[src/rtl/tcw_pkg.sv]
// Shared types and constants of the text console character writer.
package tcw_pkg;

  localparam int unsigned ROW_CELLS_DEF = 80;
  localparam int unsigned PADDR_W = 3;
  localparam int unsigned PDATA_W = 32;

  localparam logic [0:0] REG_TEXT_COLOR = 1'b0;
  localparam logic [7:0] TEXT_COLOR_RST = 8'd7;

  localparam logic [7:0] CH_NEWLINE   = 8'h0A;
  localparam logic [7:0] CH_RETURN    = 8'h0D;
  localparam logic [7:0] CH_BACKSPACE = 8'h08;
  localparam logic [7:0] CH_NUL       = 8'h00;
  localparam logic [7:0] CH_SPACE     = 8'h20;

  typedef enum logic [2:0] {
    OP_PRINT,
    OP_NEWLINE,
    OP_RETURN,
    OP_BACKSPACE,
    OP_NUL
  } op_t;

  typedef struct packed {
    op_t        op;
    logic [7:0] char_code;
  } item_t;

endpackage

[src/rtl/tcw_if.sv]
// Handshake interfaces for the character input and the cell write result channels.
interface tcw_in_if;
  logic       valid;
  logic       ready;
  logic [7:0] char_code;

  modport source (output valid, output char_code, input ready);
  modport sink (input valid, input char_code, output ready);
endinterface

interface tcw_out_if;
  logic        valid;
  logic        ready;
  logic        cell_write;
  logic [15:0] cell_index;
  logic [7:0]  char_out;
  logic [7:0]  attr_out;
  logic [15:0] cursor_out;

  modport source (
    output valid, output cell_write, output cell_index, output char_out,
    output attr_out, output cursor_out, input ready
  );
  modport sink (
    input valid, input cell_write, input cell_index, input char_out,
    input attr_out, input cursor_out, output ready
  );
endinterface

[src/rtl/text_console_char_writer.sv]
// Top level of the text console character writer with its register port.
//
//   channel   direction  transfer
//   in_ch     in         one character byte (char_code)
//   out_ch    out        cell write flag, cell index, character, attribute, cursor
//   apb       in/out     text_color register at byte address 0
//
// One character per cycle is sustained while out_ch is ready; each result passes the input
// register, the queue and the output register before its transfer on out_ch.
// The cursor update is one add and compare on a tracked column and row start.
// Reset clears the cursor to 0 and sets text_color to 7.
// Each side may stall on its own; the two-entry queue absorbs the difference.
module text_console_char_writer #(
  parameter int unsigned ROW_CELLS = tcw_pkg::ROW_CELLS_DEF
) (
  input  logic                         clk,
  input  logic                         rst,
  tcw_in_if.sink                       in_ch,
  tcw_out_if.source                    out_ch,
  input  logic                         psel,
  input  logic                         penable,
  input  logic                         pwrite,
  input  logic [tcw_pkg::PADDR_W-1:0]  paddr,
  input  logic [tcw_pkg::PDATA_W-1:0]  pwdata,
  output logic [tcw_pkg::PDATA_W-1:0]  prdata,
  output logic                         pready
);
  import tcw_pkg::*;

  logic       f_valid;
  logic       f_ready;
  item_t      f_item;
  logic       q_valid;
  logic       q_ready;
  item_t      q_item;
  logic [7:0] text_color;
  logic       sel_color;

  assign pready    = 1'b1;
  assign sel_color = (paddr[PADDR_W-1:2] == REG_TEXT_COLOR);
  assign prdata    = sel_color ? {{(PDATA_W-8){1'b0}}, text_color} : '0;

  always_ff @(posedge clk) begin
    if (rst) begin
      text_color <= TEXT_COLOR_RST;
    end else if (psel && penable && pwrite && pready && sel_color) begin
      text_color <= pwdata[7:0];
    end
  end

  tcw_front u_front (
    .clk        (clk),
    .rst        (rst),
    .in_ch      (in_ch),
    .item_valid (f_valid),
    .item_ready (f_ready),
    .item       (f_item)
  );

  tcw_queue u_queue (
    .clk        (clk),
    .rst        (rst),
    .push_valid (f_valid),
    .push_ready (f_ready),
    .push_item  (f_item),
    .pop_valid  (q_valid),
    .pop_ready  (q_ready),
    .pop_item   (q_item)
  );

  tcw_back #(
    .ROW_CELLS (ROW_CELLS)
  ) u_back (
    .clk        (clk),
    .rst        (rst),
    .q_valid    (q_valid),
    .q_ready    (q_ready),
    .q_item     (q_item),
    .text_color (text_color),
    .out_ch     (out_ch)
  );

endmodule

[src/rtl/tcw_front.sv]
// Front stage: accepts character bytes and classifies them into operations.
module tcw_front (
  input  logic           clk,
  input  logic           rst,
  tcw_in_if.sink         in_ch,
  output logic           item_valid,
  input  logic           item_ready,
  output tcw_pkg::item_t item
);
  import tcw_pkg::*;

  logic  vld;
  item_t held;
  op_t   op_class;

  always_comb begin
    case (in_ch.char_code)
      CH_NEWLINE:   op_class = OP_NEWLINE;
      CH_RETURN:    op_class = OP_RETURN;
      CH_BACKSPACE: op_class = OP_BACKSPACE;
      CH_NUL:       op_class = OP_NUL;
      default:      op_class = OP_PRINT;
    endcase
  end

  assign in_ch.ready = !vld || item_ready;
  assign item_valid  = vld;
  assign item        = held;

  always_ff @(posedge clk) begin
    if (rst) begin
      vld <= 1'b0;
    end else if (in_ch.ready) begin
      vld <= in_ch.valid;
    end
    if (in_ch.ready && in_ch.valid) begin
      held.op        <= op_class;
      held.char_code <= in_ch.char_code;
    end
  end

endmodule

[src/rtl/tcw_queue.sv]
// Two-entry queue between the classifying front and the cursor engine.
module tcw_queue (
  input  logic           clk,
  input  logic           rst,
  input  logic           push_valid,
  output logic           push_ready,
  input  tcw_pkg::item_t push_item,
  output logic           pop_valid,
  input  logic           pop_ready,
  output tcw_pkg::item_t pop_item
);
  import tcw_pkg::*;

  item_t       mem [2];
  logic        wr_ptr;
  logic        rd_ptr;
  logic [1:0]  count;
  logic        push;
  logic        pop;

  assign push_ready = (count != 2'd2);
  assign pop_valid  = (count != 2'd0);
  assign pop_item   = mem[rd_ptr];
  assign push       = push_valid && push_ready;
  assign pop        = pop_valid && pop_ready;

  always_ff @(posedge clk) begin
    if (rst) begin
      wr_ptr <= 1'b0;
      rd_ptr <= 1'b0;
      count  <= 2'd0;
    end else begin
      if (push) begin
        wr_ptr <= !wr_ptr;
      end
      if (pop) begin
        rd_ptr <= !rd_ptr;
      end
      case ({push, pop})
        2'b10:   count <= count + 2'd1;
        2'b01:   count <= count - 2'd1;
        default: count <= count;
      endcase
    end
    if (push) begin
      mem[wr_ptr] <= push_item;
    end
  end

endmodule

[src/rtl/tcw_back.sv]
// Cursor engine: tracks cursor, column and row start and registers each result.
module tcw_back #(
  parameter int unsigned ROW_CELLS = tcw_pkg::ROW_CELLS_DEF
) (
  input  logic           clk,
  input  logic           rst,
  input  logic           q_valid,
  output logic           q_ready,
  input  tcw_pkg::item_t q_item,
  input  logic [7:0]     text_color,
  tcw_out_if.source      out_ch
);
  import tcw_pkg::*;

  localparam int unsigned COL_W = (ROW_CELLS > 1) ? $clog2(ROW_CELLS) : 1;
  localparam logic [COL_W-1:0] COL_LAST = COL_W'(ROW_CELLS - 1);
  localparam logic [15:0] ROW_STEP = 16'(ROW_CELLS);

  logic [15:0]      cursor;
  logic [15:0]      base;
  logic [COL_W-1:0] col;
  logic [15:0]      cursor_next;
  logic [15:0]      base_next;
  logic [COL_W-1:0] col_next;
  logic             wr;
  logic [15:0]      idx;
  logic [7:0]       chr;
  logic [16:0]      row_sum;
  logic             out_vld;
  logic             pop;

  assign q_ready      = !out_vld || out_ch.ready;
  assign pop          = q_valid && q_ready;
  assign out_ch.valid = out_vld;
  assign row_sum      = {1'b0, base} + {1'b0, ROW_STEP};

  always_comb begin
    cursor_next = cursor;
    base_next   = base;
    col_next    = col;
    wr          = 1'b0;
    idx         = '0;
    chr         = '0;
    case (q_item.op)
      OP_NEWLINE: begin
        cursor_next = row_sum[15:0];
        if (row_sum[16]) begin
          base_next = '0;
          col_next  = COL_W'(row_sum[15:0]);
        end else begin
          base_next = row_sum[15:0];
          col_next  = '0;
        end
      end
      OP_RETURN: begin
        cursor_next = base;
        col_next    = '0;
      end
      OP_BACKSPACE: begin
        if (cursor != 16'd0) begin
          cursor_next = cursor - 16'd1;
          wr          = 1'b1;
          idx         = cursor - 16'd1;
          chr         = CH_SPACE;
          if (col == '0) begin
            col_next  = COL_LAST;
            base_next = base - ROW_STEP;
          end else begin
            col_next = col - COL_W'(1);
          end
        end
      end
      OP_PRINT: begin
        wr          = 1'b1;
        idx         = cursor;
        chr         = q_item.char_code;
        cursor_next = cursor + 16'd1;
        if (cursor == 16'hFFFF) begin
          base_next = '0;
          col_next  = '0;
        end else if (col == COL_LAST) begin
          base_next = cursor + 16'd1;
          col_next  = '0;
        end else begin
          col_next = col + COL_W'(1);
        end
      end
      default: begin
      end
    endcase
  end

  always_ff @(posedge clk) begin
    if (rst) begin
      out_vld <= 1'b0;
      cursor  <= '0;
      base    <= '0;
      col     <= '0;
    end else begin
      if (q_ready) begin
        out_vld <= q_valid;
      end
      if (pop) begin
        cursor <= cursor_next;
        base   <= base_next;
        col    <= col_next;
      end
    end
    if (pop) begin
      out_ch.cell_write <= wr;
      out_ch.cell_index <= idx;
      out_ch.char_out   <= chr;
      out_ch.attr_out   <= wr ? text_color : 8'd0;
      out_ch.cursor_out <= cursor_next;
    end
  end

  a_cursor_split: assert property (@(posedge clk) disable iff (rst)
    cursor == base + 16'(col))
    else $error("cursor does not equal row start plus column");

  a_col_range: assert property (@(posedge clk) disable iff (rst)
    32'(col) < ROW_CELLS)
    else $error("column beyond row width");

  a_print_step: assert property (@(posedge clk) disable iff (rst)
    pop && q_item.op == OP_PRINT |=> cursor == $past(cursor) + 16'd1)
    else $error("printable character did not advance the cursor");

  a_result_cursor: assert property (@(posedge clk) disable iff (rst)
    pop |=> out_ch.cursor_out == cursor)
    else $error("result cursor differs from the cursor register");

endmodule

[src/flat_wrapper.sv]
// flat-port wrapper written by rule: the top's interface ports become plain ports
module text_console_char_writer_flat import tcw_pkg::*;
#(
  parameter int unsigned ROW_CELLS = tcw_pkg::ROW_CELLS_DEF
)
  (clk, rst, psel, penable, pwrite, paddr, pwdata, prdata, pready, in_ch_valid, in_ch_char_code, in_ch_ready, out_ch_valid, out_ch_cell_write, out_ch_cell_index, out_ch_char_out, out_ch_attr_out, out_ch_cursor_out, out_ch_ready);
  tcw_in_if in_ch_i ();
  tcw_out_if out_ch_i ();
  input  logic clk;
  input  logic rst;
  input  logic psel;
  input  logic penable;
  input  logic pwrite;
  input  logic [tcw_pkg::PADDR_W-1:0] paddr;
  input  logic [tcw_pkg::PDATA_W-1:0] pwdata;
  output logic [tcw_pkg::PDATA_W-1:0] prdata;
  output logic pready;
  input wire logic [$bits(in_ch_i.valid)-1:0] in_ch_valid;
  input wire logic [$bits(in_ch_i.char_code)-1:0] in_ch_char_code;
  output wire logic [$bits(in_ch_i.ready)-1:0] in_ch_ready;
  output wire logic [$bits(out_ch_i.valid)-1:0] out_ch_valid;
  output wire logic [$bits(out_ch_i.cell_write)-1:0] out_ch_cell_write;
  output wire logic [$bits(out_ch_i.cell_index)-1:0] out_ch_cell_index;
  output wire logic [$bits(out_ch_i.char_out)-1:0] out_ch_char_out;
  output wire logic [$bits(out_ch_i.attr_out)-1:0] out_ch_attr_out;
  output wire logic [$bits(out_ch_i.cursor_out)-1:0] out_ch_cursor_out;
  input wire logic [$bits(out_ch_i.ready)-1:0] out_ch_ready;
  assign in_ch_i.valid = in_ch_valid;
  assign in_ch_i.char_code = in_ch_char_code;
  assign in_ch_ready = in_ch_i.ready;
  assign out_ch_valid = out_ch_i.valid;
  assign out_ch_cell_write = out_ch_i.cell_write;
  assign out_ch_cell_index = out_ch_i.cell_index;
  assign out_ch_char_out = out_ch_i.char_out;
  assign out_ch_attr_out = out_ch_i.attr_out;
  assign out_ch_cursor_out = out_ch_i.cursor_out;
  assign out_ch_i.ready = out_ch_ready;
  text_console_char_writer #(.ROW_CELLS(ROW_CELLS)) u_core (.clk(clk), .rst(rst), .in_ch(in_ch_i), .out_ch(out_ch_i), .psel(psel), .penable(penable), .pwrite(pwrite), .paddr(paddr), .pwdata(pwdata), .prdata(prdata), .pready(pready));
endmodule
[config.mk]
export PLATFORM = sky130hd
export DESIGN_NAME = text_console_char_writer_flat
export DESIGN_NICKNAME = d
export VERILOG_FILES = /design/src/rtl/tcw_pkg.sv /design/src/rtl/tcw_if.sv /design/src/rtl/text_console_char_writer.sv /design/src/rtl/tcw_front.sv /design/src/rtl/tcw_queue.sv /design/src/rtl/tcw_back.sv /design/src/flat_wrapper.sv
export SDC_FILE = /design/constraint.sdc
export NUM_CORES = 1
export LEC_CHECK = 0
export ABC_AREA = 1
export BUFFER_PORTS_ARGS = -buffer_cell sky130_fd_sc_hd__buf_4
export CAP_MARGIN = 15
export CELL_PAD_IN_SITES_DETAIL_PLACEMENT = 1
export CELL_PAD_IN_SITES_GLOBAL_PLACEMENT = 1
export CORE_ASPECT_RATIO = 2
export CORE_UTILIZATION = 41
export CTS_CLUSTER_DIAMETER = 120
export DETAILED_ROUTE_END_ITERATION = 8
export PLACE_DENSITY = 0.9
export SYNTH_ARGS = -nofsm -noshare
export SYNTH_HDL_FRONTEND = slang
export SYNTH_SLANG_ARGS = --single-unit
[constraint.sdc]
create_clock -name clk -period 10.2 [get_ports clk]
set_input_delay 0.51 -clock clk [delete_from_list [all_inputs] [get_ports clk]]
set_output_delay 0.51 -clock clk [all_outputs]
set_load 0.005 [all_outputs]
* Word level (Yosys, flattened, before mapping)
Memory sizes are Yosys's and may differ from the RTL's. A register that Yosys moved wholly into a read port is not among the register bits.
Index checks and enable logic that the tools add are counted.
** Operators by class
- $add $sub $neg :: 8
- Equality and inequality tests :: 14
- Mux-type cells :: 27
- Bitwise logic cells :: 1
- Reduce and logical (&&, ||, !) cells :: 22
** Operator list (count)
- two-way mux 16 bit :: 7
- one-hot mux 16 bit (4 select lines) :: 1
- one-hot mux 16 bit (3 select lines) :: 1
- two-way mux 7 bit :: 5
- one-hot mux 16 bit (2 select lines) :: 1
- one-hot mux 7 bit (4 select lines) :: 1
- == test 8 x 4 -> 1 bit, second input constant :: 3
- adder 16 x 7 -> 17 bit, second input constant :: 1
- adder 16 x 1 -> 16 bit, second input constant :: 1
- == test 16 bit, second input constant :: 1
- one-hot mux 8 bit (2 select lines) :: 1
- nonzero test 16 bit :: 1
- subtractor 16 x 1 -> 16 bit, second input constant :: 1
- subtractor 16 x 7 -> 16 bit, second input constant :: 1
- one-hot mux 3 bit (4 select lines) :: 1
- zero test 8 bit :: 1
- two-way mux 8 bit :: 1
- adder 7 x 1 -> 7 bit, second input constant :: 1
- == test 7 bit, second input constant :: 1
- zero test 7 bit :: 1
- subtractor 7 x 1 -> 7 bit, second input constant :: 1
- == test 3 x 2 -> 1 bit, second input constant :: 2
- logical AND 1 bit :: 6
- two-way mux 6 bit :: 1
- other kinds (19) :: 30
** Storage, ports and cells
- Register bits after elaboration :: 113
- Memory bits (writable) :: 22
- Input port bits :: 50
- Memories :: 1
** Memories
- u_core.u_queue.mem :: words 2, width 11, rd ports 1, clocked after memory_dff 1, wr ports 1, RTL line tcw_queue.sv:14 : item_t mem [2];

* Longest topological paths before layout
- Depth in word-level cells :: 5
- Gate-level depth with buffers :: 14

* Cells and area by module
From an unflattened synthesis, not the netlist that was laid out.
** Second synthesis, totals
- Cells, all modules :: 1047
- Area total of the unflattened synthesis :: 8047.7 um^2
** Modules (own cells, without submodules)
- tcw_back :: instances 1, cells an instance 838, area each 5816.8 um^2
- tcw_queue :: instances 1, cells an instance 72, area each 1114.8 um^2
- text_console_char_writer :: instances 1, cells an instance 95, area each 645.6 um^2
- tcw_front :: instances 1, cells an instance 42, area each 470.5 um^2

* Least setup slack after synthesis
No wires, ideal clock.
- Kind :: input to register
- Start :: input port out_ch_ready
- End :: register u_core.u_queue.count[1]
- Setup time :: 0.070 ns
- Data arrival time :: 3.414 ns
- Required time :: 10.130 ns
- Slack :: 6.717 ns
- Cell stages on the path :: 10
- Buffers on the path :: 2
- Cell sequence :: nor2_1 > a21oi_2 > buf_2 > buf_1 > ha_1 > inv_1 > nand2_1 > nor2_1 > o21ai_0 > a21oi_1
** On the way
- Word-level cells in the longest chain between the ends :: 4
- Elaborated cells on any way between the ends :: 6
- Those cells by class :: eq/ne (2); mux (1); reduce/logical (3)
** Ends and longest elaborated chain
- start: declaration :: RTL line flat_wrapper.sv:27 : input wire logic [$bits(out_ch_i.ready)-1:0] out_ch_ready;
- logical OR 1 bit (*) :: RTL line tcw_back.sv:32 : assign q_ready = !out_vld || out_ch.ready;
- logical AND 1 bit (*)
- named net u_core.u_back.pop :: RTL line tcw_back.sv:30 : logic pop;
- == test 2 x 1 -> 1 bit or == test 2 bit (tied branches) :: RTL line tcw_queue.sv:39 : case ({push, pop})
- one-hot mux 2 bit (2 select lines) or nonzero test 2 bit (tied branches)
- end signal: assignment :: RTL line tcw_queue.sv:40 : 2'b10: count <= count + 2'd1;
- end signal: assignment :: RTL line tcw_queue.sv:41 : 2'b01: count <= count - 2'd1;
- end signal: assignment :: RTL line tcw_queue.sv:42 : default: count <= count;
- end: declaration :: RTL line tcw_queue.sv:17 : logic [1:0] count;
Mark *: on every way through the listed nets, which the timed path passes. The rest lies on a longest branch.
A chain may end at the register's enable or synchronous reset.

==> out/qor.yml <==
status:
  outcome: "finished, final reports clean"
setup_path:
  cp.arrival_ns: 3.58
  critPathSlowestCell: "nand3_4"
  crit_fanout: 31
  cpPeakStageDelay_ns: 0.49
  path_cells: "inv_2 > nand2_1 > nand2_2 > nand3_4 > inv_1 > buf_4 > nand2_1 > nor2_1 > nor2_1 > nand4_1 > nand2_1 > inv_1"
  reg2regPathDepth: 12
  rr_endpoint: "u_core.u_back.cursor[9]"
  worst_setup_path_start_kind: "register"
  crit_end: "u_core.u_back.cursor[9]"
  endpoint_kind: "register"
  worst-setup-path-type: "reg -> reg"
  rrSetupSlack_ns: 7.01
  cpMostUsedCell: "nand2_1"
  cp.required_ns: 10.59
cells_and_area:
  final_cell_mix: "260 x nand2_1, 144 x nor2_1, 98 x inv_1, 87 x nand3_1, 84 x buf_4"
  fin_nets: 1149
  seqCellArea_mm2: 0.00354
  insertedDiodeCount: 0
  multi_input_area_mm2: 0.00363
  drive_above_1_share_pct: 15.4
  fillers: 2385
  areaGrowthSynthToFinish_pct: 15.9
  final_common_cell: "nand2_1"
route:
  wirelength_mm: 26.3
  drt_iter0_markers: 270
  first_pass_iters: 5
  avgRoutedWirePerCell_um: 19.3
  dr_total_vias: 7393
  drc: 0
  drtAntennaViolNets: 0
  viasPerCell: 5.44
timing:
  skew_ns: 0.0136
  setup_slack_ns: 7.01
  setup_viol: 0
  min_period_over_period_pct: 31.2
  max_slew.worst_pin.slew_ns: 0.985
  rsz0062_at_grt: "no"
  finalHoldViolCount: 0
  setup-tns-final_ns: 0
  fin_crit_ns: 3.19
  slew_headroom_pct: 32.7
  slew_violations: 0
  fmax_mhz: 314
global_route:
  grtUsageTotal_pct: 27.8
  grt_pass1_wl_mm: 40.8
  first_global_vias: 7924
  antenna_found_initial: 0
  grt_start_max_net_pins: 79
  grt-ovfl-total: 0
power_and_ir_drop:
  p_per_area_mw_per_mm2: 329
  vdd_drop_max_mv: 0.207
  power_uw: 3010
  p_leak_uw: 0.00409
floorplan:
  core_area_mm2: 0.0188
  die_h_um: 198
  die_area_mm2: 0.0198
  fp-row-count: 71
  ioPinCount: 134
  start_util_pct: 41.9
  die_w_um: 100
yosys:
  yosysSeqAreaShare_pct: 44.9
  ys_ff_latch: 136
  syn-cell-area_mm2: 0.00789
  syn_avg_cell_area_um2: 7.69
  ys_types: 45
  synth_cells: 1026
  ys_async_sr_fraction_pct: 0
  synth_edf_count: 82
  synthFlopType: "edfxtp_1"
  synth_warnings: 0
placement:
  portBuffers: 82
  post-dp-hpwl_mm: 18.5
  pre_cts_slack_ns: 7.06
  place.gp.congestion: 0.916
cts:
  cts-htree-levels: 4
  clockBufferDepth: 2
  cts_setup_buffers: 0
  clkSlewWorstSetupHoldPaths_ns: 0.07
  cts_hold_buf: 0
  cts_buffers: 17
  cts_resized: 0
  clock_sinks: 136
  clk_latency_ns: 0.45
  cts_tree: "yes"
  clockRootBuffer: "clkbuf_16"
worst_hold_path:
  holdCritPathClass: "in -> reg"
run:
  cap_violations: 0
==> per-stage QoR <==
step	instance area [um^2]	instances	utilization [%]	hold slack, ns
after CTS	9130	1358	48.5	0.238
after detailed placement	8530	1326	45.3	0.432
after global routing	9150	1359	48.6	0.239
after global placement	8530	1326	45.3	0.423
after floorplan	7980	1049	-	0.421
final	9150	1359	48.6	0.254
==> kinds of logic after synthesis <==
family	after synthesis	share of synthesized area [%]
xor+xnor	14	1.55
buf+inv	169	10.3
simple gates	569	32.9
compound gates	128	8.99
fa+ha+maj	8	1.27
other cells	2	0.0951
flops	136	44.9
==> layout make-up <==
type | instances | area share, %
multi-input cells | 744 | 39.7
flip-flops and latches | 136 | 38.7
repair buffers | 85 | 7.06
clock buffers | 17 | 4.65
inverters | 107 | 4.47
well taps | 255 | 3.49
clock inverters | 15 | 1.89
==> power breakdown <==
part           switching (uW)  total [uW]  leakage (uW)  internal, uW
sequential                153         964       0.00123           811
combinational             950        1400       0.00256           453
clock                     295         646      0.000295           351
total                    1400        3010       0.00409          1610
==> state kept, by name, indices dropped and copies added (netlist names), 7 cells and up, named ones only <==
signal and flops:
u_core.u_queue.mem 22, u_core.u_back.base 16, u_core.u_back.cursor 16, u_core.u_back.out_ch.cell_index 16, u_core.u_back.out_ch.cursor_out 16, u_core.u_front.item 11, u_core.text_color 8, u_core.u_back.out_ch.attr_out 8
u_core.u_back.out_ch.char_out 8, u_core.u_back.col 7
==> per-layer routing <==
| metal | vias to the layer above | global-route usage, % | routed length [um] |
|---|---|---|---|
| li1 | 3437 | - | - |
| met1 | 3563 | 23.9 | 8550 |
| met2 | 265 | 53.5 | 14700 |
| met3 | 128 | 4.77 | 873 |
| met4 | 0 | 23.7 | 2120 |
| met5 | - | 0 | 0 |
==> cell usage after synthesis, types with 3 or more instances <==
master	count	area, um^2
nand3_1	87	435
nor2_1	144	541
o22ai_1	3	18.8
o211ai_1	11	82.6
nor2_4	10	113
nor3_1	6	30.0
buf_2	15	75.1
buf_6	6	67.6
a21oi_1	52	260
nand3b_1	4	30.0
clkbuf_1	9	33.8
inv_1	98	368
o21ai_1	3	15.0
xor2_1	14	123
nand3_2	4	40.0
inv_2	5	18.8
buf_4	29	218
nand2_4	8	90.1
edfxtp_1	82	2460
o21ai_0	49	245
nor2_2	8	50.1
dfxtp_1	54	1080
nand4_1	19	119
buf_1	3	11.3
ha_1	8	100
nand2_1	260	976
nand2_2	8	50.1
o21bai_1	4	30.0
==> critical path, delay by kind of cell (launching register included) <==
family	cells	cell delay [ns]
buffers and inverters	4	0.81
and+or+nand+nor	8	1.80
DFF	1	0.48
==> worst min path at each step <==
stage	start	depth (start not counted)	slack, ns	end
3_5_place_dp	u_core.u_front.item[2]	0	0.43	u_core.u_queue.mem[1][2]
6_report	in_ch_char_code[7]	1	0.25	u_core.u_front.item[7]
5_1_grt	in_ch_char_code[7]	1	0.24	u_core.u_front.item[7]
2_1_floorplan	u_core.u_front.item[0]	0	0.42	u_core.u_queue.mem[0][0]
3_3_place_gp	u_core.u_front.item[1]	0	0.42	u_core.u_queue.mem[0][1]
4_1_cts	in_ch_char_code[7]	1	0.24	u_core.u_front.item[7]
Note: power is estimated with default switching activity, not from simulation.
